==> src/rtl/hdr_ram.sv <==
// ----------------------------------------------------------------------------
// Generic single-port-write RAM
// One write port and one read port with a registered read.
// ----------------------------------------------------------------------------
module hdr_ram #(
	parameter int WIDTH = 32,
	parameter int DEPTH = 64
) (
	input  logic                                     clk,
	input  logic                                     we,
	input  logic [((DEPTH > 1) ? $clog2(DEPTH) : 1)-1:0] waddr,
	input  logic [WIDTH-1:0]                         wdata,
	input  logic                                     re,
	input  logic [((DEPTH > 1) ? $clog2(DEPTH) : 1)-1:0] raddr,
	output logic [WIDTH-1:0]                         rdata
);

	logic [WIDTH-1:0] mem_q [DEPTH];
	logic [WIDTH-1:0] rdata_q;

	always_ff @(posedge clk) begin
		if (we) begin
			mem_q[waddr] <= wdata;
		end
		if (re) begin
			rdata_q <= mem_q[raddr];
		end
	end

	assign rdata = rdata_q;

endmodule

==> config.mk <==
export PLATFORM = sky130hd
export DESIGN_NAME = hdr_ram
export DESIGN_NICKNAME = d
export VERILOG_FILES = /design/src/rtl/hdr_ram.sv
export SDC_FILE = /design/constraint.sdc
export NUM_CORES = 2
export LEC_CHECK = 0
export BUFFER_PORTS_ARGS = -buffer_cell sky130_fd_sc_hd__buf_4
export CAP_MARGIN = 20
export CORE_UTILIZATION = 45
export CTS_CLUSTER_DIAMETER = 120
export CTS_CLUSTER_SIZE = 40
export DETAILED_ROUTE_END_ITERATION = 16
export SYNTH_ARGS = -nofsm -noshare
export SYNTH_HDL_FRONTEND = slang
export SYNTH_SLANG_ARGS = --single-unit
==> constraint.sdc <==
create_clock -name clk -period 4.7 [get_ports clk]
set_input_delay 0.705 -clock clk [delete_from_list [all_inputs] [get_ports clk]]
set_output_delay 0.705 -clock clk [all_outputs]
set_load 0.03 [all_outputs]
Word-level counts from Yosys, hierarchy flattened
Memories as Yosys holds them, arrays and structs flattened. A register that Yosys moved wholly into a read port is not among the register bits.
Cells that the tools add are included.
{ "totals": {"regBits": 0, "mem_bits_rw": 2048, "in_bits": 47, "output_inout_bits": 32, "elab_cells": 3, "memories": 1} }
{ "op_classes": {"muxes": 2} }
{ "mem_list": {"columns": ["memory", "words", "width", "read_ports", "rd_clocked_by_memory_dff", "wr", "line_no", "text"], "rows": [
  ["mem_q", 64, 32, 1, 1, 1, "18", "logic [WIDTH-1:0] mem_q [DEPTH];"]
]} }
{ "ops": {"columns": ["cell", "n"], "rows": [
  ["2-to-1 mux 1 bit", 2]
]} }

Longest topological paths before layout
{ "depth": {"ltp_word": 2, "ltp_mapped": 10, "ltp_nobuf": 5} }

Least setup slack after synthesis
No wires, ideal clock.
{ "synth_timing": {"path_kind": "input to register", "startpoint": "in waddr[3] in the netlist's numbering", "endpoint": "mem mem_q[48][0], enable pin", "setup_time_ns": 0.461, "arrival_ns": 3.404, "required_time_ns": 4.239, "slack_ns": 0.835, "path_stages": 4, "n_path_buf": 1, "path_cell_list": "clkbuf_1 nor2b_1 nand4b_1 nor3_1"} }
{ "synth_rtl": {"columns": ["item", "line_no", "text"], "rows": [
  ["from (decl)", "11", "input logic [((DEPTH > 1) ? $clog2(DEPTH) : 1)-1:0] waddr,"],
  ["to (decl)", "18", null]
]} }
Straight into the memory's write port.

==> flow_metrics.py <==
metrics = {
    "route": {
        "drt-initial-drc-count": 5040,
        "drt-pass1-iter-count": 5,
        "vias_per_cell": 6.25,
        "drcViolationCount": 0,
        "drtAntennaViolNets": 0,
        "wl_per_cell_um": 34.9,
        "num_vias": 36200,
        "drt-total-wl_mm": 202,
    },
    "outcome": {
        "outcome": "finished clean",
    },
    "global_routing": {
        "gr-total-overflow": 0,
        "grt_pass1_wl_mm": 283,
        "grt.total_usage": 0.230,
        "antenna_found_initial": 11,
        "grt_max_degree": 65,
        "grt_pass1_vias": 35900,
    },
    "place": {
        "place.gp.congestion": 0.817,
        "placedCellCount": 5722,
        "hpwl_mm": 116,
        "io_buffer_count": 78,
    },
    "sta": {
        "finalCritPeriodShare": 0.708,
        "slew_viol_final": 0,
        "tightest_slew_ps": 1040,
        "setup_viol": 0,
        "setup_tns_ps": 0,
        "timing.fmax_mhz": 300,
        "hold_violations": 0,
        "relSlewSlack": 0.304,
        "fin_skew_ps": 54.1,
        "hold_slack_ps": 477,
        "min_period_ps": 3330,
        "rsz0062_at_grt": "false",
    },
    "min_path": {
        "min_path_type": "in -> reg",
        "hold_end": "mem_q[61][9]",
        "worstHoldStart": "wdata[9]",
        "worstHoldPathCells": 1,
    },
    "cts": {
        "clock_sinks": 2080,
        "cts.path.max_buffers": 3,
        "cts_setup_buffers": 0,
        "ctsResizeCount": 0,
        "numCtsBuffers": 58,
        "clk-insertion-delay-late_ps": 780,
        "cts_root_buf": "clkbuf_16",
        "cts_tree": "done",
        "postCtsHoldBufs": 0,
        "htreeDepth": 2,
        "clk_pin_slew_ps": 140,
    },
    "synthesis": {
        "synth-seq-cells": 2080,
        "yosysWarnings": 0,
        "synth_cell_types": 33,
        "ys_seq_area_frac": 0.792,
        "yosys.area.top_type": "edfxtp_1",
        "synth.area.top_cells": "edfxtp_1, mux4_2, mux2i_1",
        "synth_area_um2": 78800,
        "netlist_instances": 3324,
        "yosysTopAreaCellShare": 0.792,
        "avgSynthCellArea_um2": 23.7,
        "syn_nets": 3371,
    },
    "worst_setup_path": {
        "end_kind": "register",
        "regToRegSetupSlack_ps": 1970,
        "cp_max_fo": 32,
        "cp_data_required_time_ps": 5150,
        "cp_cell_sequence": "buf_8, buf_12, buf_4, mux4_2, mux4_2, o22ai_1, nor2_1",
        "crit_family": "multiplexers",
        "critPathArrivalTime_ps": 3780,
        "reg2reg_depth": 4,
        "critPathKind": "in -> reg",
        "slowest_stage": "o22ai_1",
        "worstSetupStartpointType": "input port",
        "worstReg2RegEnd": "rdata[24]",
        "r2r_start": "mem_q[23][24]",
        "critPathMaxStageDelay_ps": 800,
        "critPathMostFrequentCell": "mux4_2",
        "crit_buf_inv": 3,
    },
    "floorplanning": {
        "rows": 153,
        "ios": 79,
        "start_util": 0.453,
        "dieHeight_um": 421,
        "die_w_um": 421,
        "die_area_um2": 177000,
        "core_um2": 174000,
    },
    "power": {
        "leakage_uw": 0.0255,
        "irDropWorstVdd_mv": 0.355,
        "finalPower_uw": 30100,
        "power_density_nw_per_um2": 354,
    },
    "layout": {
        "n_fill_cell": 13700,
        "multiInputGateArea_um2": 16000,
        "layout.nets": 3504,
        "area_growth_pct": 7.95,
        "final_layout_size_suffix_gt1_frac": 0.269,
        "fin_cells": 5795,
        "register_area_um2": 62500,
    },
    "job": {
        "cap_violations": 0,
    },
}
-- state kept, by name, indices dropped and copies added (netlist names) --
signal  flops
rdata      32
mem_q    2048
-- metrics by stage --
stage / utilization / setup WS, ps / cell area (µm²)
final: 0.489 / 1370 / 85100
after global routing: 0.489 / 1390 / 85100
after CTS: 0.489 / 1380 / 85100
after detailed placement: 0.480 / 584 / 83600
after global placement: 0.480 / 588 / 83600
after floorplan: - / 835 / 78800
-- layout make-up --
class | instances | area share
Clock inverter | 7 | 0.000926
Antenna cell | 8 | 0.000235
Clock buffer | 58 | 0.0171
Multi-Input combinational cell | 1062 | 0.188
Tap cell | 2325 | 0.0342
Sequential cell | 2080 | 0.734
Timing Repair Buffer | 255 | 0.0260
-- cell usage in the layout, fill, tap and decap left out, types with 8 or more instances in the layout --
| master | n |
|---|---|
| o22ai_1 | 84 |
| o221ai_1 | 27 |
| nand2_1 | 26 |
| a311oi_1 | 8 |
| clkbuf_16 | 58 |
| diode_2 | 8 |
| mux4_2 | 544 |
| nor2_4 | 62 |
| nor2_1 | 75 |
| buf_4 | 229 |
| a22oi_1 | 12 |
| mux2i_1 | 93 |
| edfxtp_1 | 2080 |
| a21oi_1 | 62 |
| buf_12 | 22 |
| nor2b_1 | 15 |
-- worst max-delay path by stage --
stage,end,cells after the start,slack [ps],from
global route,rdata[24],7,1390,raddr[0]
detailed placement,rdata[24],7,580,raddr[0]
global placement,rdata[24],7,590,raddr[0]
finish,rdata[24],7,1370,raddr[0]
CTS,rdata[24],7,1380,raddr[0]
floorplan,mem_q[48][0],4,840,waddr[3]
-- per-layer routing --
layer,share of wire,track usage
met4,0.023,0.0487
met1,0.42,0.347
met3,0.080,0.0295
met2,0.48,0.363
met5,0.000040,0
-- synth_stat cells --
cell         n
mux4_2     544
or2_1        1
buf_6        5
nand4b_1     1
buf_1       21
mux2i_1     93
a31oi_1      1
nor2_1     137
buf_4       25
nand2b_1     8
o221ai_1    27
nor2b_1     15
or3b_1       2
clkbuf_1    74
a22oi_1     12
a21oi_1     62
nor3_1       7
or2_2        1
a41o_1       4
nand3_1      5
o22ai_1     84
buf_2       57
nand2_1     26
or3b_2       3
nand4_1      2
or2_0        1
and2_1       2
o32ai_1      4
and3_1       4
nand3b_1     5
edfxtp_1  2080
or3_1        3
a311oi_1     8
-- power breakdown --
group / total [µW] / switching, µW / internal [µW]
clock network: 7450 / 5170 / 2280
registers: 20600 / 64.6 / 20600
logic: 2050 / 1330 / 722
total: 30100 / 6560 / 23600
-- cells by family after synthesis --
| group | count (synthesis) | synth area share |
|---|---|---|
| buf+inv | 182 | 0.0112 |
| mux | 637 | 0.167 |
| simple gates | 223 | 0.0126 |
| flops | 2080 | 0.792 |
| compound gates | 202 | 0.0167 |
Note: power is estimated with default switching activity, not from simulation.
